## config.mk

```make
export PLATFORM = sky130hd
export DESIGN_NAME = serial_mouse_packetizer_core
export DESIGN_NICKNAME = d
export VERILOG_FILES = /design/src/smp_pkg.sv /design/src/smp_ring.sv /design/src/serial_mouse_packetizer_core.sv
export SDC_FILE = /design/constraint.sdc
export NUM_CORES = 2
export LEC_CHECK = 0
export ABC_AREA = 1
export BUFFER_PORTS_ARGS = -buffer_cell sky130_fd_sc_hd__buf_4
export CELL_PAD_IN_SITES_DETAIL_PLACEMENT = 0
export CELL_PAD_IN_SITES_GLOBAL_PLACEMENT = 1
export CORE_ASPECT_RATIO = 2
export CORE_MARGIN = 3
export CORE_UTILIZATION = 50
export CTS_CLUSTER_DIAMETER = 120
export DETAILED_ROUTE_END_ITERATION = 10
export PLACE_DENSITY = 0.74
export SLEW_MARGIN = 20
export SYNTH_ARGS = -nofsm -noshare
export SYNTH_HDL_FRONTEND = slang
export SYNTH_SLANG_ARGS = --single-unit
```

## constraint.sdc

```tcl
create_clock -name clk -period 22.1 [get_ports clk]
set_input_delay 2.21 -clock clk [delete_from_list [all_inputs] [get_ports clk]]
set_output_delay 2.21 -clock clk [all_outputs]
set_load 0.02 [all_outputs]
```

## src/smp_pkg.sv

```systemverilog
// Shared constants, codes and packet byte formatting for the serial mouse packetizer.
`default_nettype none

package smp_pkg;

	localparam int RING_DEPTH_DEF = 256;
	localparam int POS_BITS_DEF   = 12;

	// Item operation codes
	localparam logic OP_TICK  = 1'b0;
	localparam logic OP_LINES = 1'b1;

	// Protocol select codes
	localparam logic PROTO_THREE = 1'b0;
	localparam logic PROTO_FIVE  = 1'b1;

	// Identification bytes sent after a CTS rise in three-byte mode
	localparam logic [7:0] ID_BYTE0 = 8'h4D;
	localparam logic [7:0] ID_BYTE1 = 8'h33;

	// Byte positions inside a packet
	localparam logic [2:0] PKT_B0 = 3'd0;
	localparam logic [2:0] PKT_B1 = 3'd1;
	localparam logic [2:0] PKT_B2 = 3'd2;
	localparam logic [2:0] PKT_B3 = 3'd3;
	localparam logic [2:0] PKT_B4 = 3'd4;

	// Packet lengths in bytes
	localparam logic [2:0] LEN_THREE     = 3'd3;
	localparam logic [2:0] LEN_THREE_MID = 3'd4;
	localparam logic [2:0] LEN_FIVE      = 3'd5;

	// Form one byte of a packet from the clamped step and the sampled buttons.
	function automatic logic [7:0] pkt_byte(
		input logic       proto,
		input logic [2:0] idx,
		input logic [2:0] nb,
		input logic [7:0] sx,
		input logic [7:0] sy
	);
		logic [7:0] b;
		b = 8'h00;
		if (proto == PROTO_THREE) begin
			case (idx)
				PKT_B0:  b = {2'b01, nb[1], nb[0], sy[7:6], sx[7:6]};
				PKT_B1:  b = {2'b00, sx[5:0]};
				PKT_B2:  b = {2'b00, sy[5:0]};
				PKT_B3:  b = {2'b00, nb[2], 5'b00000};
				default: b = 8'h00;
			endcase
		end else begin
			case (idx)
				PKT_B0:  b = {5'b10000, ~nb[1], ~nb[2], ~nb[0]};
				PKT_B1:  b = sx;
				PKT_B2:  b = sy;
				default: b = 8'h00;
			endcase
		end
		return b;
	endfunction

endpackage

`default_nettype wire

```

## src/smp_ring.sv

```systemverilog
// Byte ring storage: one write port, one read port with registered read data.
`default_nettype none

module smp_ring #(
	parameter int RING_DEPTH = 256
) (
	input  wire logic                          clk,
	input  wire logic                          wr_en,
	input  wire logic [$clog2(RING_DEPTH)-1:0] wr_addr,
	input  wire logic [7:0]                    wr_data,
	input  wire logic                          rd_en,
	input  wire logic [$clog2(RING_DEPTH)-1:0] rd_addr,
	output logic      [7:0]                    rd_data
);
	import smp_pkg::*;

	logic [7:0] mem [RING_DEPTH];

	always_ff @(posedge clk) begin
		if (wr_en) begin
			mem[wr_addr] <= wr_data;
		end
	end

	// hold read data until the next read
	always_ff @(posedge clk) begin
		if (rd_en) begin
			rd_data <= mem[rd_addr];
		end
	end

endmodule

`default_nettype wire

```

## src/serial_mouse_packetizer_core.sv

```systemverilog
// Serial mouse packetizer: handshake line mapping, delta packetizing into a byte ring.
// Handshake item: to ST_RESULT, via ST_ID0 and ST_ID1 when identification bytes are queued.
// Scan tick: to ST_RESULT when not scanning, via ST_READ when nothing is left to send, otherwise
// via ST_GEN if a fresh sample has packet bytes to write into the ring (up to 85 bytes at 12-bit
// positions), then ST_READ and ST_WAIT; the single ring write port writes one byte per cycle.
// One item in flight at a time; the next item is taken once the result is in the output register.
// Reset (arst_n low, asynchronous) clears control state: DSR and CTS high, not scanning,
// ring empty.
`default_nettype none

module serial_mouse_packetizer_core #(
	parameter int RING_DEPTH = smp_pkg::RING_DEPTH_DEF,
	parameter int POS_BITS   = smp_pkg::POS_BITS_DEF
) (
	input  wire logic                clk,
	input  wire logic                arst_n,
	// request channel
	input  wire logic                in_valid,
	output logic                     in_stall,
	input  wire logic                op,
	input  wire logic [POS_BITS-1:0] pos_x,
	input  wire logic [POS_BITS-1:0] pos_y,
	input  wire logic [2:0]          buttons,
	input  wire logic                dtr,
	input  wire logic                rts,
	// result channel
	output logic                     out_valid,
	input  wire logic                out_stall,
	output logic                     byte_valid,
	output logic [7:0]               byte_out,
	output logic                     dsr_out,
	output logic                     cts_out,
	// configuration channel
	input  wire logic                cfg_valid,
	output logic                     cfg_ready,
	input  wire logic                cfg_data
);
	import smp_pkg::*;

	localparam int AW = $clog2(RING_DEPTH);
	// deltas need one bit above the position width: a negated minimum delta must fit
	localparam int DW = POS_BITS + 1;

	localparam logic [AW-1:0]        LAST_ADDR = AW'(RING_DEPTH - 1);
	localparam logic signed [DW-1:0] CLAMP_LO  = DW'(-128);
	localparam logic signed [DW-1:0] CLAMP_HI  = DW'(127);

	// sequencer states
	localparam logic [2:0] ST_IDLE   = 3'd0;
	localparam logic [2:0] ST_ID0    = 3'd1;
	localparam logic [2:0] ST_ID1    = 3'd2;
	localparam logic [2:0] ST_GEN    = 3'd3;
	localparam logic [2:0] ST_READ   = 3'd4;
	localparam logic [2:0] ST_WAIT   = 3'd5;
	localparam logic [2:0] ST_RESULT = 3'd6;

	function automatic logic [AW-1:0] next_addr(input logic [AW-1:0] a);
		return (a == LAST_ADDR) ? '0 : a + AW'(1);
	endfunction

	// control state
	logic [2:0]          state_q;
	logic [AW-1:0]       head_q;
	logic [AW-1:0]       tail_q;
	logic [POS_BITS-1:0] last_x_q;
	logic [POS_BITS-1:0] last_y_q;
	logic [2:0]          last_buttons_q;
	logic [1:0]          line_status_q;   // bit0 DSR, bit1 CTS
	logic                scanning_q;
	logic                proto_q;
	logic                res_vld_q;
	logic [2:0]          idx_q;

	// working payload of the current sample
	logic signed [DW-1:0] dx_q;
	logic signed [DW-1:0] dy_q;
	logic [2:0]           nb_q;
	logic                 chg_mid_q;

	// output register
	logic       out_valid_q;
	logic       byte_valid_q;
	logic [7:0] byte_out_q;
	logic       dsr_q;
	logic       cts_q;

	logic in_acc;
	logic out_free;
	logic ring_empty;

	logic [POS_BITS-1:0]  diff_x;
	logic [POS_BITS-1:0]  diff_y;
	logic signed [DW-1:0] dx_smp;
	logic signed [DW-1:0] dy_smp;
	logic [2:0]           changed;
	logic                 no_motion;

	logic [7:0]           sx;
	logic [7:0]           sy;
	logic signed [DW-1:0] dx_nx;
	logic signed [DW-1:0] dy_nx;
	logic [2:0]           pkt_len;
	logic                 pkt_last;

	logic          wr_en;
	logic [7:0]    wr_data;
	logic          rd_en;
	logic [7:0]    rd_data;

	assign in_stall  = (state_q != ST_IDLE);
	assign in_acc    = in_valid && !in_stall;
	assign out_free  = !out_valid_q || !out_stall;
	assign ring_empty = (head_q == tail_q);
	assign cfg_ready = 1'b1;

	// Sample deltas: wrap at the position width, then sign-extend one bit.
	assign diff_x    = pos_x - last_x_q;
	assign diff_y    = pos_y - last_y_q;
	assign dx_smp    = {diff_x[POS_BITS-1], diff_x};
	assign dy_smp    = {diff_y[POS_BITS-1], diff_y};
	assign changed   = buttons ^ last_buttons_q;
	assign no_motion = (diff_x == '0) && (diff_y == '0) && (changed == 3'b000);

	// Clamp the remaining delta to one packet step of -128..127 per axis.
	always_comb begin
		if (dx_q < CLAMP_LO) begin
			sx = 8'h80;
		end else if (dx_q > CLAMP_HI) begin
			sx = 8'h7F;
		end else begin
			sx = dx_q[7:0];
		end
		if (dy_q < CLAMP_LO) begin
			sy = 8'h80;
		end else if (dy_q > CLAMP_HI) begin
			sy = 8'h7F;
		end else begin
			sy = dy_q[7:0];
		end
	end

	assign dx_nx = dx_q - {{(DW-8){sx[7]}}, sx};
	assign dy_nx = dy_q - {{(DW-8){sy[7]}}, sy};

	// three-byte packets grow a fourth byte while the middle button changed
	assign pkt_len  = (proto_q == PROTO_FIVE) ? LEN_FIVE :
	                  (chg_mid_q ? LEN_THREE_MID : LEN_THREE);
	assign pkt_last = (idx_q == pkt_len - 3'd1);

	// Ring write port: identification bytes or packet bytes, always at the head.
	always_comb begin
		wr_en   = 1'b0;
		wr_data = 8'h00;
		case (state_q)
			ST_ID0: begin
				wr_en   = 1'b1;
				wr_data = ID_BYTE0;
			end
			ST_ID1: begin
				wr_en   = 1'b1;
				wr_data = ID_BYTE1;
			end
			ST_GEN: begin
				wr_en   = 1'b1;
				wr_data = pkt_byte(proto_q, idx_q, nb_q, sx, sy);
			end
			default: begin
				wr_en   = 1'b0;
				wr_data = 8'h00;
			end
		endcase
	end

	// Read the oldest byte once all writes for this tick have landed.
	assign rd_en = (state_q == ST_READ) && !ring_empty;

	smp_ring #(
		.RING_DEPTH(RING_DEPTH)
	) u_ring (
		.clk     (clk),
		.wr_en   (wr_en),
		.wr_addr (head_q),
		.wr_data (wr_data),
		.rd_en   (rd_en),
		.rd_addr (tail_q),
		.rd_data (rd_data)
	);

	// Configuration register
	always_ff @(posedge clk or negedge arst_n) begin
		if (!arst_n) begin
			proto_q <= PROTO_THREE;
		end else if (cfg_valid && cfg_ready) begin
			proto_q <= cfg_data;
		end
	end

	// Sample payload: no reset needed
	always_ff @(posedge clk) begin
		if (state_q == ST_IDLE && in_acc) begin
			dx_q      <= dx_smp;
			dy_q      <= (proto_q == PROTO_FIVE) ? -dy_smp : dy_smp;
			nb_q      <= buttons;
			chg_mid_q <= changed[2];
		end else if (state_q == ST_GEN && pkt_last) begin
			dx_q <= dx_nx;
			dy_q <= dy_nx;
		end
	end

	// Sequencer
	always_ff @(posedge clk or negedge arst_n) begin
		if (!arst_n) begin
			state_q        <= ST_IDLE;
			head_q         <= '0;
			tail_q         <= '0;
			last_x_q       <= '0;
			last_y_q       <= '0;
			last_buttons_q <= '0;
			line_status_q  <= 2'b11;
			scanning_q     <= 1'b0;
			res_vld_q      <= 1'b0;
			idx_q          <= '0;
		end else begin
			case (state_q)
				ST_IDLE: begin
					if (in_acc) begin
						if (op == OP_LINES) begin
							// map DTR to DSR and RTS to CTS
							line_status_q <= {rts, dtr};
							res_vld_q     <= 1'b0;
							state_q       <= ST_RESULT;
							if (rts != line_status_q[1]) begin
								// any CTS edge empties the ring
								head_q <= '0;
								tail_q <= '0;
								if (rts) begin
									last_buttons_q <= '0;
									scanning_q     <= 1'b1;
									if (proto_q == PROTO_THREE) begin
										state_q <= ST_ID0;
									end
								end else begin
									scanning_q <= 1'b0;
								end
							end
						end else if (!scanning_q) begin
							// drop ticks while not scanning
							res_vld_q <= 1'b0;
							state_q   <= ST_RESULT;
						end else if (ring_empty) begin
							// take a fresh sample only when the ring has drained
							last_x_q       <= pos_x;
							last_y_q       <= pos_y;
							last_buttons_q <= buttons;
							idx_q          <= '0;
							state_q        <= no_motion ? ST_READ : ST_GEN;
						end else begin
							state_q <= ST_READ;
						end
					end
				end
				ST_ID0: begin
					head_q  <= next_addr(head_q);
					state_q <= ST_ID1;
				end
				ST_ID1: begin
					head_q    <= next_addr(head_q);
					res_vld_q <= 1'b0;
					state_q   <= ST_RESULT;
				end
				ST_GEN: begin
					// one packet byte per cycle; the head wraps and may overrun the tail
					head_q <= next_addr(head_q);
					if (pkt_last) begin
						idx_q <= '0;
						if (dx_nx == '0 && dy_nx == '0) begin
							state_q <= ST_READ;
						end
					end else begin
						idx_q <= idx_q + 3'd1;
					end
				end
				ST_READ: begin
					if (!ring_empty) begin
						tail_q    <= next_addr(tail_q);
						res_vld_q <= 1'b1;
						state_q   <= ST_WAIT;
					end else begin
						res_vld_q <= 1'b0;
						state_q   <= ST_RESULT;
					end
				end
				ST_WAIT: begin
					// read data arrives this cycle
					state_q <= ST_RESULT;
				end
				ST_RESULT: begin
					// hold until the output register is free
					if (out_free) begin
						state_q <= ST_IDLE;
					end
				end
				default: begin
					state_q <= ST_IDLE;
				end
			endcase
		end
	end

	// Output register: loads the finished result, frees on a taken request.
	always_ff @(posedge clk or negedge arst_n) begin
		if (!arst_n) begin
			out_valid_q <= 1'b0;
		end else if (state_q == ST_RESULT && out_free) begin
			out_valid_q <= 1'b1;
		end else if (!out_stall) begin
			out_valid_q <= 1'b0;
		end
	end

	always_ff @(posedge clk) begin
		if (state_q == ST_RESULT && out_free) begin
			byte_valid_q <= res_vld_q;
			byte_out_q   <= res_vld_q ? rd_data : 8'h00;
			dsr_q        <= line_status_q[0];
			cts_q        <= line_status_q[1];
		end
	end

	assign out_valid  = out_valid_q;
	assign byte_valid = byte_valid_q;
	assign byte_out   = byte_out_q;
	assign dsr_out    = dsr_q;
	assign cts_out    = cts_q;

	// Checks on the sequencer
	a_accept_idle: assert property (@(posedge clk) disable iff (!arst_n)
		in_acc |=> state_q != ST_IDLE)
		else $error("item accepted but sequencer did not leave idle");

	a_wait_after_read: assert property (@(posedge clk) disable iff (!arst_n)
		state_q == ST_WAIT |-> $past(state_q) == ST_READ)
		else $error("read wait state entered without a ring read");

	a_idx_bound: assert property (@(posedge clk) disable iff (!arst_n)
		state_q == ST_GEN |-> idx_q < pkt_len)
		else $error("packet byte index beyond packet length");

	a_empty_byte_zero: assert property (@(posedge clk) disable iff (!arst_n)
		(out_valid && !byte_valid) |-> byte_out == 8'h00)
		else $error("byte field not zero on a result without a byte");

endmodule

`default_nettype wire

```

==> reports/summary.txt <==
CTS H-Tree Depth: 4
PortBufs: 48
max incr delay on CP: 0.98 ns
placer congestion estimate: 0.9040
overall power: 0.01134 W
post-CTS resize count: 0
Cell Pwr Density: 116.4 nW/um2
Die X-Extent: 305.8 um
sequential area share after synthesis: 71.60%
dpl hpwl: 155.2 mm
Crit. End Element: flip-flop
crit path DAT: 6.45 ns
CTS sink count: 2152
clock latency at the later pin of the worst-skew pair: 0.84 ns
Starting Density: 50.38%
hold path cells: 2
hold_sp: last_x_q[0]$_DFFE_PN0P_
synth warn: 0
worst min path class: flip-flop to flip-flop
initial drt markers: 6044
final setup vio count: 0
Routed WL: 263.0 mm
relative slew slack: 8.408%
post-route cell area: 97400 um2
Die ar.: 185200 um2
core area: 178400 um2
drt pass-1 iters: 6
ys flop type: edfxtp_1
top-count cell post-synth: edfxtp_1
initial antenna violation count: 6
Worst Hold Margin: 0.5006 ns
I/O pins: 50
Syn Inst Count: 7565
Pins Over Slew Limit: 0
clk buf depth: 4
Slew @ Worst Pin: 1.374 ns
dpl cell area: 91690 um2
hold-critical path endpoint: last_x_q[0]$_DFFE_PN0P_
DR vias/cell: 6.048
worst path required time: 22.79 ns
peak supply drop: 0.07215 mV
Worst Clk Skew: 0.05632 ns
CP Class: flip-flop to flip-flop
Tmin final: 5.763 ns
Commonest cells post-synth: edfxtp_1, nor2_1, o21ai_0, nand2_1, o22ai_1
cell taking the most area after synthesis: edfxtp_1
Synth area leaders: edfxtp_1, o21ai_0, nor2_1, nand2_1, o22ai_1
TritonCTS clock tree: yes
Max Cap Viol: 0
CP max FO: 200
Core Util, Final: 54.60%
worst r2r src: tail_q[0]$_DFFE_PN0P_
area of the multi-input gates: 22290 um2
worst-path cell chain: buf_4 > buf_4 > buf_4 > buf_12 > o21ai_0 > o22ai_1 > o21ai_0 > o22ai_1 > nand2_1 > o21ai_0 > nand2_1 > nand4_1
Post-synth EDFFs: 2097
Die Ht: 605.6 um
Distinct cells, synth: 58
area share of the largest cell type after synthesis: 70.07%
Synth Register Bits: 2152
fill count: 14974
worst reg2reg path depth: 12
WL per Instance: 26.71 um
Layout area overhead: 8.377%
reg2reg setup slack: 16.34 ns
critical path's slowest cell: dfrtp_4
fraction of layout cells with a size suffix above 1: 5.799%
Final Hold Viols: 0
first-pass GRT wire length: 382.7 mm
vias in the first global route: 58235
TNS Setup: 0 ns
syn_area_per_cell: 11.88 um2
residual DRC count: 0
Hold-fix buffers, CTS: 0
Post-layout nets: 7484
unrepaired setup endpoints after global routing: false
Startpoint Class: flip-flop
setup bufs post-CTS: 0
Worst-path clk slew: 0.07 ns
synthesized area: 89870 um2
DRT antenna net count: 0
Mapped Nets: 7664
maximum number of pins on one net before global-route repair: 256
status: complete, no violations
Pleak: 33.24 nW
FF/Latch Area: 64370 um2
GRT Total Usage: 27.88%
FP Rows: 219
Root Buffer: clkbuf_16
vias: 59553
ys async rst share: 2.556%
Final Cycle Share: 26.07%
cts bufs inserted: 185
GRT overflow: 0
R2R Path End: u_ring.rd_data[7]$_DFFE_PP_
fmax: 173.5 MHz
layer usage:
metal	up-vias	share of wire (%)	track usage [%]	routed length [um]
met4	4	7.1	17.35	18590
met3	632	6.2	3.661	16220
met5	-	0.011	0	29
li1	26942	-	-	-
met1	29665	35	31.31	91440
met2	2310	52	50.17	136700
final cells by class:
class,count,area share (%)
clock buffers,234,5.038
clock inverters,87,0.8003
multi-input cells,4656,22.88
flip-flops and latches,2152,66.08
well taps,2320,2.980
inverters,264,1.052
repair buffers,126,1.142
diodes,7,0.01798
placed cells by master (no fill, tap or decap), drive strengths merged, types with 2 or more instances in the layout:
cell type and instances:
o311ai 2, nor3 18, inv 262, o221ai 54, fa 4, mux2 3
dfrtp 53, nand2 822, a31o 2, nor4 3, xor2 23, diode 7
a31oi 7, o211ai 11, o22ai 482, mux2i 3, bufinv 14, dfstp 2
a21oi 92, clkinv 70, xnor2 4, o21ai 1129, or2 6, nand3 410
buf 126, o2111ai 4, clkbuf 234, nand3b 9, a21boi 4, nand4 30
ha 59, and2 2, nor2 1463, edfxtp 2097, o21bai 5, clkinvlp 5
cell families after synthesis:
| logic type | share of synthesized area, % |
|---|---|
| other | 0.004173 |
| AO/OA/AOI/OAI | 11.02 |
| AND/OR/NAND/NOR | 12.38 |
| flip-flops | 71.60 |
| adder cells (fa/ha/maj) | 0.9105 |
| buffers and inverters | 3.727 |
| XOR/XNOR | 0.2840 |
| multiplexers | 0.07100 |
worst max path at each step:
stage                                 startpoint                           to  slack [ns]  depth (start not counted)
after CTS                  tail_q[0]$_DFFE_PN0P_  u_ring.rd_data[7]$_DFFE_PP_       16.45                         12
after global routing       tail_q[0]$_DFFE_PN0P_  u_ring.rd_data[7]$_DFFE_PP_       15.97                         12
after global placement     tail_q[0]$_DFFE_PN0P_  u_ring.rd_data[7]$_DFFE_PP_       16.54                         12
final                      tail_q[0]$_DFFE_PN0P_  u_ring.rd_data[7]$_DFFE_PP_       16.34                         12
after floorplan           state_q[1]$_DFFE_PN0P_   u_ring.mem[0][7]$_DFFE_PP_        4.88                          4
after detailed placement   tail_q[0]$_DFFE_PN0P_  u_ring.rd_data[7]$_DFFE_PP_       16.45                         12
where the power goes:
group,leakage (nW),internal [W],total (W),switching (W)
Combinational,10.4,0.000867,0.00326,0.00240
Sequential,20.0,0.00478,0.00489,0.000113
Clock,2.78,0.00173,0.00318,0.00145
Total,33.2,0.00738,0.0113,0.00396
worst max-delay path, delay by kind of cell (launching register included):
family	cells	cell delay, ns
simple gates	3	0.34
flops	1	0.98
buf+inv	4	2.99
compound gates	5	0.99
metrics by stage:
| stage | setup WS (ns) | instances |
|---|---|---|
| after floorplan | 4.879 | 7565 |
| after global placement | 16.54 | 9518 |
| after detailed placement | 16.45 | 9518 |
| after CTS | 16.45 | 9839 |
| after global routing | 15.97 | 9842 |
| final | 16.34 | 9846 |
flip-flops by register name, indices dropped and copies added, names as in the netlist, 8 cells and up:
register / cells
byte_out: 8
dx_q: 13
dy_q: 13
head_q: 8
last_x_q: 12
last_y_q: 12
tail_q: 8
u_ring.mem: 2048
u_ring.rd_data: 8
(Power assumes the default switching activity.)
